$ cat config.mk
export PLATFORM = sky130hd
export DESIGN_NAME = masked_multi_pattern_counter
export DESIGN_NICKNAME = d
export VERILOG_FILES = /design/src/design/mmpc_pkg.sv /design/src/design/masked_multi_pattern_counter.sv /design/src/design/mmpc_match_unit.sv
export VERILOG_INCLUDE_DIRS = /design/src /design/src/design
export SDC_FILE = /design/constraint.sdc
export NUM_CORES = 2
export LEC_CHECK = 0
export ABC_AREA = 1
export BUFFER_PORTS_ARGS = -buffer_cell sky130_fd_sc_hd__buf_4
export CORE_MARGIN = 4
export CORE_UTILIZATION = 51
export CTS_CLUSTER_SIZE = 8
export DETAILED_ROUTE_END_ITERATION = 6
export HOLD_SLACK_MARGIN = 0.02
export PLACE_DENSITY_LB_ADDON = 0.1
export SYNTH_ARGS = -nofsm -noshare
export SYNTH_HDL_FRONTEND = slang
export SYNTH_SLANG_ARGS = --single-unit
$ cat constraint.sdc
create_clock -name clk -period 10.55 [get_ports clk]
set_input_delay 2.11 -clock clk [delete_from_list [all_inputs] [get_ports clk]]
set_output_delay 2.11 -clock clk [all_outputs]
set_load 0.01 [all_outputs]
$ cat src/design/masked_multi_pattern_counter_defines.svh
// ---------------------------------------------------------------------------
// Assertion macros for the masked multi-pattern counter
// Shared concurrent assertion forms, clocked on clk and disabled in reset.
// ---------------------------------------------------------------------------
`ifndef MASKED_MULTI_PATTERN_COUNTER_DEFINES_SVH
`define MASKED_MULTI_PATTERN_COUNTER_DEFINES_SVH

// Same-cycle implication.
`define MMPC_ASSERT_IMP(label, clk, rst_n, ante, cons) \
    label: assert property (@(posedge clk) disable iff (!rst_n) (ante) |-> (cons)) \
        else $error("mmpc assertion failed");

// Next-cycle implication.
`define MMPC_ASSERT_NEXT(label, clk, rst_n, ante, cons) \
    label: assert property (@(posedge clk) disable iff (!rst_n) (ante) |=> (cons)) \
        else $error("mmpc assertion failed");

`endif

$ cat src/design/mmpc_pkg.sv
// ---------------------------------------------------------------------------
// Masked multi-pattern counter package
// Request codes, sequencer states and the compare-unit control word.
// ---------------------------------------------------------------------------
package mmpc_pkg;

    localparam int TOTAL_W = 32;
    localparam logic [TOTAL_W-1:0] TOTAL_MAX = '1;

    typedef enum logic [1:0] {
        REQ_WRITE_BYTE  = 2'd0,
        REQ_SET_LENGTH  = 2'd1,
        REQ_BUFFER_BYTE = 2'd2
    } req_type_t;

    typedef enum logic [1:0] {
        ST_IDLE,
        ST_SCAN,
        ST_DONE
    } state_t;

    typedef struct packed {
        logic valid;
        logic clear;
    } mmpc_cmp_ctl_t;

endpackage

$ cat src/design/masked_multi_pattern_counter.sv
// ---------------------------------------------------------------------------
// Masked multi-pattern counter
// Counts masked byte pattern matches over a streamed buffer.
// ---------------------------------------------------------------------------
// Pattern write and length words finish in the cycle they are accepted, and
// the block is ready again in the next cycle. A buffer byte shifts into the
// window and then starts a scan in which one stored pattern row is read from
// the pattern memory and checked by the shared masked comparator per cycle,
// so a buffer byte keeps the block busy until its scan of all active
// patterns is done, where active is pattern_count limited to PATTERN_SLOTS.
// No new word is accepted until then; the pattern memory read port and the
// single comparator make the scan serial. On the final buffer byte the total
// moves into the output register and the window, byte count and total clear;
// the next word is accepted while that result waits, and only a second final
// byte stalls until the first is taken.
`include "masked_multi_pattern_counter_defines.svh"

module masked_multi_pattern_counter
    import mmpc_pkg::*;
#(
    parameter int PATTERN_SLOTS     = 16,
    parameter int MAX_PATTERN_BYTES = 16
)
(
    input  logic         clk,
    input  logic         rst_n,
    input  logic         cfg_wr_en,
    input  logic [4:0]   cfg_wr_data,
    input  logic         in_valid,
    output logic         in_ready,
    input  logic [1:0]   req_type,
    input  logic [3:0]   pattern_index,
    input  logic [3:0]   byte_index,
    input  logic [7:0]   pattern_byte,
    input  logic         byte_cares,
    input  logic [4:0]   pattern_length,
    input  logic [7:0]   data_byte,
    input  logic         is_last,
    output logic         out_valid,
    input  logic         out_ready,
    output logic [31:0]  match_total
);

    localparam int LW   = $clog2(MAX_PATTERN_BYTES + 1);
    localparam int CNTW = $clog2(PATTERN_SLOTS + 1);
    localparam int PAW  = (PATTERN_SLOTS > 1) ? $clog2(PATTERN_SLOTS) : 1;
    localparam int BAW  = $clog2(MAX_PATTERN_BYTES);
    localparam int WINW = MAX_PATTERN_BYTES * 8;

    state_t                 state_reg;
    state_t                 state_next;
    logic [4:0]             pattern_count_reg;
    logic [CNTW-1:0]        active;
    logic [CNTW-1:0]        scan_idx_reg;
    logic                   last_reg;
    logic [LW-1:0]          bytes_seen_reg;
    logic [7:0]             window_reg [MAX_PATTERN_BYTES];
    logic                   out_valid_reg;
    logic [TOTAL_W-1:0]     match_total_reg;

    logic [MAX_PATTERN_BYTES-1:0][8:0] pat_mem [PATTERN_SLOTS];
    logic [LW-1:0]                     len_mem [PATTERN_SLOTS];

    logic [MAX_PATTERN_BYTES-1:0][8:0] rd_row_reg;
    logic [WINW-1:0]                   cmp_win_reg;
    logic [LW-1:0]                     cmp_len_reg;
    logic                              cmp_valid_reg;

    logic                   accept;
    logic                   wr_byte;
    logic                   wr_len;
    logic                   buf_accept;
    logic                   issue;
    logic                   done_go;
    logic [LW-1:0]          scan_len;
    logic [LW-1:0]          len_in;
    logic [WINW-1:0]        win_rev;
    logic [WINW-1:0]        win_aligned;
    logic [LW-1:0]          shift_bytes;
    mmpc_cmp_ctl_t          cmp_ctl;
    logic [TOTAL_W-1:0]     total;

    // Request decode.
    assign accept     = in_valid && in_ready;
    assign wr_byte    = accept && (req_type == REQ_WRITE_BYTE)
                        && (32'(pattern_index) < PATTERN_SLOTS)
                        && (32'(byte_index) < MAX_PATTERN_BYTES);
    assign wr_len     = accept && (req_type == REQ_SET_LENGTH)
                        && (32'(pattern_index) < PATTERN_SLOTS);
    assign buf_accept = accept && (req_type == REQ_BUFFER_BYTE);

    always_comb
    begin
        if (32'(pattern_count_reg) > PATTERN_SLOTS)
        begin
            active = CNTW'(PATTERN_SLOTS);
        end
        else
        begin
            active = CNTW'(pattern_count_reg);
        end
        if (32'(pattern_length) > MAX_PATTERN_BYTES)
        begin
            len_in = LW'(MAX_PATTERN_BYTES);
        end
        else
        begin
            len_in = LW'(pattern_length);
        end
    end

    // Sequencer next state.
    always_comb
    begin
        state_next = state_reg;
        case (state_reg)
            ST_IDLE:
            begin
                if (buf_accept)
                begin
                    state_next = ST_SCAN;
                end
            end
            ST_SCAN:
            begin
                if (!issue && !cmp_valid_reg)
                begin
                    state_next = ST_DONE;
                end
            end
            ST_DONE:
            begin
                if (done_go)
                begin
                    state_next = ST_IDLE;
                end
            end
            default:
            begin
                state_next = ST_IDLE;
            end
        endcase
    end

    // Sequencer outputs.
    always_comb
    begin
        in_ready = 1'b0;
        issue    = 1'b0;
        done_go  = 1'b0;
        case (state_reg)
            ST_IDLE:
            begin
                in_ready = 1'b1;
            end
            ST_SCAN:
            begin
                issue = (scan_idx_reg < active);
            end
            ST_DONE:
            begin
                // A final byte may not overwrite a result still waiting.
                done_go = !last_reg || !out_valid_reg || out_ready;
            end
            default:
            begin
                in_ready = 1'b0;
            end
        endcase
        cmp_ctl.valid = cmp_valid_reg;
        cmp_ctl.clear = done_go && last_reg;
    end

    always_ff @(posedge clk or negedge rst_n)
    begin
        if (!rst_n)
        begin
            state_reg         <= ST_IDLE;
            pattern_count_reg <= '0;
            scan_idx_reg      <= '0;
            last_reg          <= 1'b0;
            cmp_valid_reg     <= 1'b0;
            out_valid_reg     <= 1'b0;
        end
        else
        begin
            state_reg     <= state_next;
            cmp_valid_reg <= issue;
            if (cfg_wr_en)
            begin
                pattern_count_reg <= cfg_wr_data;
            end
            if (buf_accept)
            begin
                scan_idx_reg <= '0;
                last_reg     <= is_last;
            end
            else if (issue)
            begin
                scan_idx_reg <= scan_idx_reg + CNTW'(1);
            end
            if (done_go && last_reg)
            begin
                out_valid_reg <= 1'b1;
            end
            else if (out_valid_reg && out_ready)
            begin
                out_valid_reg <= 1'b0;
            end
        end
    end

    always_ff @(posedge clk)
    begin
        if (done_go && last_reg)
        begin
            match_total_reg <= total;
        end
    end

    // Window of recent buffer bytes; entry 0 is the newest.
    always_ff @(posedge clk or negedge rst_n)
    begin
        if (!rst_n)
        begin
            bytes_seen_reg <= '0;
            for (int i = 0; i < MAX_PATTERN_BYTES; i++)
            begin
                window_reg[i] <= '0;
            end
        end
        else if (buf_accept)
        begin
            window_reg[0] <= data_byte;
            for (int i = 1; i < MAX_PATTERN_BYTES; i++)
            begin
                window_reg[i] <= window_reg[i-1];
            end
            if (32'(bytes_seen_reg) < MAX_PATTERN_BYTES)
            begin
                bytes_seen_reg <= bytes_seen_reg + LW'(1);
            end
        end
        else if (done_go && last_reg)
        begin
            bytes_seen_reg <= '0;
            for (int i = 0; i < MAX_PATTERN_BYTES; i++)
            begin
                window_reg[i] <= '0;
            end
        end
    end

    // Pattern byte i must equal window entry len-1-i. Reversing the window
    // and shifting it down by MAX_PATTERN_BYTES-len bytes lines those up.
    always_comb
    begin
        for (int j = 0; j < MAX_PATTERN_BYTES; j++)
        begin
            win_rev[j*8 +: 8] = window_reg[MAX_PATTERN_BYTES-1-j];
        end
        scan_len    = len_mem[scan_idx_reg[PAW-1:0]];
        shift_bytes = LW'(MAX_PATTERN_BYTES) - scan_len;
        win_aligned = win_rev >> {shift_bytes, 3'b000};
    end

    always_ff @(posedge clk)
    begin
        if (wr_byte)
        begin
            pat_mem[PAW'(pattern_index)][BAW'(byte_index)] <= {byte_cares, pattern_byte};
        end
        if (issue)
        begin
            rd_row_reg <= pat_mem[scan_idx_reg[PAW-1:0]];
        end
    end

    always_ff @(posedge clk)
    begin
        if (wr_len)
        begin
            len_mem[PAW'(pattern_index)] <= len_in;
        end
        if (issue)
        begin
            cmp_len_reg <= scan_len;
            cmp_win_reg <= win_aligned;
        end
    end

    mmpc_match_unit #(
        .MAX_PATTERN_BYTES (MAX_PATTERN_BYTES)
    ) u_match (
        .clk        (clk),
        .rst_n      (rst_n),
        .ctl        (cmp_ctl),
        .row        (rd_row_reg),
        .win        (cmp_win_reg),
        .len        (cmp_len_reg),
        .bytes_seen (bytes_seen_reg),
        .total      (total)
    );

    assign out_valid   = out_valid_reg;
    assign match_total = match_total_reg;

    `MMPC_ASSERT_IMP(a_scan_idx_bound, clk, rst_n, state_reg == ST_SCAN, scan_idx_reg <= active)
    `MMPC_ASSERT_IMP(a_cmp_in_scan, clk, rst_n, cmp_valid_reg, state_reg == ST_SCAN)
    `MMPC_ASSERT_NEXT(a_total_sat, clk, rst_n, (total == TOTAL_MAX) && !cmp_ctl.clear,
                      total == TOTAL_MAX)
    `MMPC_ASSERT_IMP(a_seen_bound, clk, rst_n, 1'b1, 32'(bytes_seen_reg) <= MAX_PATTERN_BYTES)

endmodule

$ cat src/design/mmpc_match_unit.sv
// ---------------------------------------------------------------------------
// Masked match unit
// Compares one pattern row against the aligned window and keeps the
// saturating match total.
// ---------------------------------------------------------------------------
module mmpc_match_unit
    import mmpc_pkg::*;
#(
    parameter int MAX_PATTERN_BYTES = 16,
    localparam int LW = $clog2(MAX_PATTERN_BYTES + 1)
)
(
    input  logic                                clk,
    input  logic                                rst_n,
    input  mmpc_cmp_ctl_t                       ctl,
    input  logic [MAX_PATTERN_BYTES-1:0][8:0]   row,
    input  logic [MAX_PATTERN_BYTES*8-1:0]      win,
    input  logic [LW-1:0]                       len,
    input  logic [LW-1:0]                       bytes_seen,
    output logic [TOTAL_W-1:0]                  total
);

    logic [MAX_PATTERN_BYTES-1:0] lane_ok;
    logic                         hit;
    logic [TOTAL_W-1:0]           total_reg;
    logic [TOTAL_W-1:0]           total_next;

    // Lane i holds pattern byte i; the window has already been aligned so
    // that lane i faces the buffer byte it must equal.
    always_comb
    begin
        for (int i = 0; i < MAX_PATTERN_BYTES; i++)
        begin
            lane_ok[i] = (LW'(i) >= len) || !row[i][8] || (row[i][7:0] == win[i*8 +: 8]);
        end
        hit = ctl.valid && (len != '0) && (len <= bytes_seen) && (&lane_ok);
    end

    always_comb
    begin
        total_next = total_reg;
        if (ctl.clear)
        begin
            total_next = '0;
        end
        else if (hit && (total_reg != TOTAL_MAX))
        begin
            total_next = total_reg + TOTAL_W'(1);
        end
    end

    always_ff @(posedge clk or negedge rst_n)
    begin
        if (!rst_n)
        begin
            total_reg <= '0;
        end
        else
        begin
            total_reg <= total_next;
        end
    end

    assign total = total_reg;

endmodule
# --- Yosys cells after proc, flatten, opt, wreduce, memory -nomap -nowiden ---
# Memories as Yosys holds them, arrays and structs flattened. A register that Yosys moved wholly into a read port is not among the register bits.
# Index checks and enable logic that the tools add are counted.
word_totals:
  out_inout_bits: 34
  wordCells: 184
  memories: 2
  ram_bits: 2384
  ff_bits: 345
op_classes:
  n_addsub: 4
  n_reduce_logical: 76
  n_mux: 26
  n_lt_le_gt_ge: 23
  shifts: 1
  eq_ne: 25
mem_list:
  columns: ["name", "depth", "width", "read_ports", "rd_clocked_by_memory_dff", "wr", "line_no", "source"]
  rows:
  - ["pat_mem", 16, 144, 1, 1, 1, "masked_multi_pattern_counter.sv:61", "logic [MAX_PATTERN_BYTES-1:0][8:0] pat_mem [PATTERN_SLOTS];"]
  - ["len_mem", 16, 5, 1, 0, 1, "masked_multi_pattern_counter.sv:62", "logic [LW-1:0] len_mem [PATTERN_SLOTS];"]
ops:
  columns: ["operator", "count"]
  rows:
  - ["$mux W128", 2]
  - ["$mux W144", 1]
  - ["$eq A8 B8 Y1", 16]
  - ["$shr A128 B8 Y128", 1]
  - ["$mux W32", 2]
  - ["$ge A4 B5 Y1 const A", 8]
  - ["$demux W9 S4", 1]
  - ["$mux W5", 7]
  - ["$logic_or A1 B1 Y1", 34]
  - ["$add A32 B1 Y32 const B", 1]
  - ["$ne A32 B32 Y1 const B", 1]
  - ["$ge A3 B5 Y1 const A", 4]
  - ["$logic_not A1 Y1", 20]
  - ["$reduce_and A16 Y1", 1]
  - ["$logic_and A1 B1 Y1", 12]
  - ["$add A5 B1 Y5 const B", 2]
  - ["$ge A1 B5 Y1 const A", 2]
  - ["$ge A2 B5 Y1 const A", 2]
  - ["$gt A5 B5 Y1 const B", 2]
  - ["$mux W9", 1]
  - ["$mux W1", 8]
  - ["$reduce_bool A2 Y1", 4]
  - ["$mux W2", 3]
  - ["$ne A2 B2 Y1 const B", 3]
  - ["14 further kinds", 17]

# --- Logic depth before layout (Yosys ltp) ---
logic_depth:
  word_depth: 8
  mapped_depth: 22
  ltp_nobuf: 19

# --- Modules after synthesis ---
# Synthesis repeated with hierarchy kept, for this count alone.
hier_totals:
  hier_cells: 9768
  area_unflattened_um2: 117886.8
modules_own_cells:
  columns: ["mod", "cells_each", "seq_area_each_um2", "n_inst", "area_each_um2"]
  rows:
  - ["masked_multi_pattern_counter", 8997, 84571.1, 1, 113169.8]
  - ["mmpc_match_unit", 771, 800.8, 1, 4717.0]

# --- Least setup slack after synthesis ---
# OpenSTA, ideal clock, no wires.
synth_path:
  kind: "flip-flop to flip-flop"
  startpoint: "reg pattern_count_reg[0]"
  endpoint: "reg scan_idx_reg[3]"
  setup_ns: 0.148
  t_required_ns: 10.402
  path_stages_with_launch: 11
  arrival_time_ns: 7.877
  slack_ns: 2.526
  cell_sequence: "dfrtp_1 o41ai_1 nand2_1 ha_1 a21oi_1 or2_2 nand4_1 inv_1 nand4_1 o21ai_0 a21oi_1"
synth_between:
  elab_chain_len: 5
synth_lines:
  columns: ["element", "line_no", "source"]
  rows:
  - ["start: declaration", "masked_multi_pattern_counter.sv:52", "logic [4:0] pattern_count_reg;"]
  - ["start signal: assignment", "masked_multi_pattern_counter.sv:191", "pattern_count_reg <= cfg_wr_data;"]
  - ["$gt A5 B5 Y1", "masked_multi_pattern_counter.sv:94", "if (32'(pattern_count_reg) > PATTERN_SLOTS)"]
  - ["$mux W5 *", "masked_multi_pattern_counter.sv:94", null]
  - ["$lt A5 B5 Y1 *", "masked_multi_pattern_counter.sv:158", "issue = (scan_idx_reg < active);"]
  - ["$mux W1 *", "masked_multi_pattern_counter.sv:151", "case (state_reg)"]
  - ["net issue", "masked_multi_pattern_counter.sv:73", "logic issue;"]
  - ["$reduce_bool A2 Y1 (no line) *", null, null]
  - ["end signal: assignment", "masked_multi_pattern_counter.sv:200", "scan_idx_reg <= scan_idx_reg + CNTW'(1);"]
  - ["end: declaration", "masked_multi_pattern_counter.sv:54", "logic [CNTW-1:0] scan_idx_reg;"]
# The timed path passes the listed nets; every way through them passes the cells marked *.
# A chain may end at the register's enable or synchronous reset.

# --- Worst setup path after layout ---
layout_path:
  startpoint: "reg scan_idx_reg[0]"
  endpoint: "reg cmp_win_reg[25], data pin"
layout_between:
  elab_chain_len: 3
layout_lines:
  columns: ["element", "line_no", "source"]
  rows:
  - ["$mem_v2 Z16 W5", null, null]
  - ["$sub A5 B5 Y5", "masked_multi_pattern_counter.sv:263", "shift_bytes = LW'(MAX_PATTERN_BYTES) - scan_len;"]
  - ["$shr A128 B8 Y128", "masked_multi_pattern_counter.sv:264", "win_aligned = win_rev >> {shift_bytes, 3'b000};"]
  - ["end signal: assignment", "masked_multi_pattern_counter.sv:288", "cmp_win_reg <= win_aligned;"]
  - ["end: declaration", "masked_multi_pattern_counter.sv:65", "logic [WINW-1:0] cmp_win_reg;"]
# Every way passes these cells.

==> run_results.csv <==
group,metric,value,unit
clocking,clk_pin_slew,0.05,ns
floorplanning,start_util,51.4,%
global_route,antenna_found_initial,16,
finish,multiInputGateArea,0.0284,mm2
logic_synthesis,synth_area_leaders,"edfxtp_1 (69%), o21ai_0 (5.1%), nor2_1 (5.1%)",
timing,worst_pin_slew,1.33,ns
logic_synthesis,synth_top_area_cell,"edfxtp_1",
clocking,clockBufferDepth,4,
power_and_ir_drop,power,36.2,mW
finish,drive_above_1_share,7.01,%
logic_synthesis,yosys_warnings,0,
finish,final_common_cell,"edfxtp_1",
placement,dpl.cell_count,12200,
timing,whs,0.471,ns
clocking,cts_buffers,409,
clocking,clockRootBuffer,"clkbuf_16",
detailed_routing,vias,79600,
logic_synthesis,async_reset_ff_share,6.27,%
logic_synthesis,syn_area,0.117,mm2
timing,drv_slew,0,
detailed_routing,vias_per_cell,6.25,
setup_path,cp.arrival,7.75,ns
finish,post-route-util,57.5,%
floorplanning,die-area,0.238,mm2
finish,area_growth,11.8,%
logic_synthesis,synth_edf_count,2693,
clocking,postCtsSetupRepairBufs,0,
hold_path,min_path_type,"flop to flop",
clocking,clock_sink_count,2873,
logic_synthesis,synth_flop_cell,"edfxtp_1",
timing,clock.fmax,142,MHz
timing,min_period_over_period,66.9,%
timing,min_period,7.06,ns
finish,final_nets,9640,
logic_synthesis,synthCells,9653,
run,drv_cap,0,
clocking,clock_latency,0.99,ns
power_and_ir_drop,power.leakage,44.4,nW
detailed_routing,route.final.wire_length,353,mm
timing,max_slew_margin,11.2,%
logic_synthesis,synth-seq-cells,2873,
clocking,cts_tree,"built",
floorplanning,die_h,488,um
floorplanning,io_pins,77,
setup_path,cp-start-kind,"flop",
global_route,grt_pass1_wl,516,mm
global_route,grt_usage,29.2,%
finish,layout_common_cells,"edfxtp_1 (2693), nor2_1 (1587), o21ai_0 (1195)",
detailed_routing,first_iter_violations,10400,
placement,gp_congestion,0.947,
setup_path,worst_setup_path_end_kind,"flop",
clocking,htreeDepth,5,
finish,fill_cells,18500,
global_route,grt_overflow,0,
clocking,cts-resized-gates,0,
logic_synthesis,ys_types,40,
power_and_ir_drop,power_density,276,mW/mm2
setup_path,critical_path_class,"flop to flop",
finish,largest_reg_flops,2304,
setup_path,crit_fanout,80,
floorplanning,core_area,0.228,mm2
floorplanning,die_width,488,um
status,status,"complete, no violations",
placement,hpwl,203,mm
detailed_routing,wl_per_cell,27.8,um
timing,setup_viol,0,
timing,setup_tns,0,ns
placement,io_buffers,76,
global_route,grt_pass1_vias,75900,
global_route,grt_start_max_net_pins,186,
detailed_routing,detail-route-antenna-nets,0,
detailed_routing,dr.pass1.iters,6,
logic_synthesis,synth.net_count,9709,
logic_synthesis,synth_top_area_share,68.9,%
logic_synthesis,ys_seq_area_share,72.8,%
finish,layout.cells.non_filler,12700,
floorplanning,rows,175,
finish,seqCellArea,0.0854,mm2
detailed_routing,drc,0,
setup_path,required,11.24,ns
timing,hold_viol_final,0,
timing,finClkSkew,0.0821,ns
clocking,ctsHoldBuffers,0,
timing,grt_setup_unrepaired,"false",
power_and_ir_drop,ir_worst_vdd,369,uV
logic_synthesis,synth.avg_cell_area,12.2,um2
[logic make-up after synthesis]
group | share of synthesized area (%)
AND/OR/NAND/NOR | 12.7
flip-flops | 72.8
AO/OA/AOI/OAI | 10.0
buffers and inverters | 3.15
XOR/XNOR | 1.18
adder cells (fa/ha/maj) | 0.139
multiplexers | 0.0384
[path summary, 6_finish.rpt]
| path | from | to | slack (ns) | cells after the start |
|---|---|---|---|---|
| setup / recovery | scan_idx_reg[0] | cmp_win_reg[25] | 3.49 | 17 |
| hold / removal | u_match.total[9] | match_total[9] | 0.47 | 0 |
| setup reg to reg | scan_idx_reg[0] | cmp_win_reg[25] | 3.49 | 17 |
| hold reg to reg | u_match.total[9] | match_total[9] | 0.47 | 0 |
| max in group asynchronous | rst_n | win_rev[113] | 7.20 | 3 |
| min in group asynchronous | rst_n | u_match.total[17] | 1.12 | 1 |
[synthesized netlist by cell type, types with 24 or more instances]
master	instances
o21ai_0	1195
dfrtp_1	180
buf_2	76
o22ai_1	479
o221ai_1	217
xor2_1	24
nand2_1	1173
buf_1	32
a21oi_1	32
nand4_1	50
o211ai_1	72
clkbuf_1	547
edfxtp_1	2693
inv_1	266
nor2_1	1590
nand3_1	773
nor3_1	34
xnor2_1	134
[per-layer routing]
metal	vias up	routed length [um]	global-route usage, %
met5	-	52	0
met4	8	12900	10.6
met3	650	31300	5.06
met2	4274	164000	45.2
met1	39800	146000	41.9
li1	34900	-	-
[power breakdown]
| group | switching, mW | internal, mW | total, mW |
|---|---|---|---|
| clock network | 4.55 | 7.01 | 11.6 |
| registers | 0.356 | 13.1 | 13.5 |
| logic | 8.20 | 2.93 | 11.1 |
| total | 13.1 | 23.1 | 36.2 |
[stage by stage]
stage,instance area [um2],setup slack (ns)
2_1_floorplan,117000,2.53
4_1_cts,131000,3.69
3_5_place_dp,120000,3.70
6_report,131000,3.49
5_1_grt,131000,3.07
3_3_place_gp,120000,3.76
[layout make-up]
cell class / count / share of cell area (%)
inverter: 273 / 0.820
clock inverter: 10 / 0.111
antenna: 13 / 0.0248
multi-input combinational: 5839 / 21.7
clock buffer: 524 / 8.23
sequential: 2873 / 65.1
tap: 3009 / 2.87
timing repair buffer: 188 / 1.20
[critical path, cell delays in order, from the launching register on]
cell and delay, ns:
dfrtp_4 1.00, buf_4 0.68, nor2_1 0.13, nor2_1 0.12, o21ai_0 0.10, nand3_1 0.15, nand3_4 0.55, nand2_4 0.86
inv_2 0.15, ha_4 0.71, clkinv_2 0.91, buf_4 0.63, nand3_1 0.24, nand2_1 0.07, nand2_1 0.09, nand2_1 0.08
nand2_1 0.06, nand2_1 0.07
(Power assumes the default switching activity.)
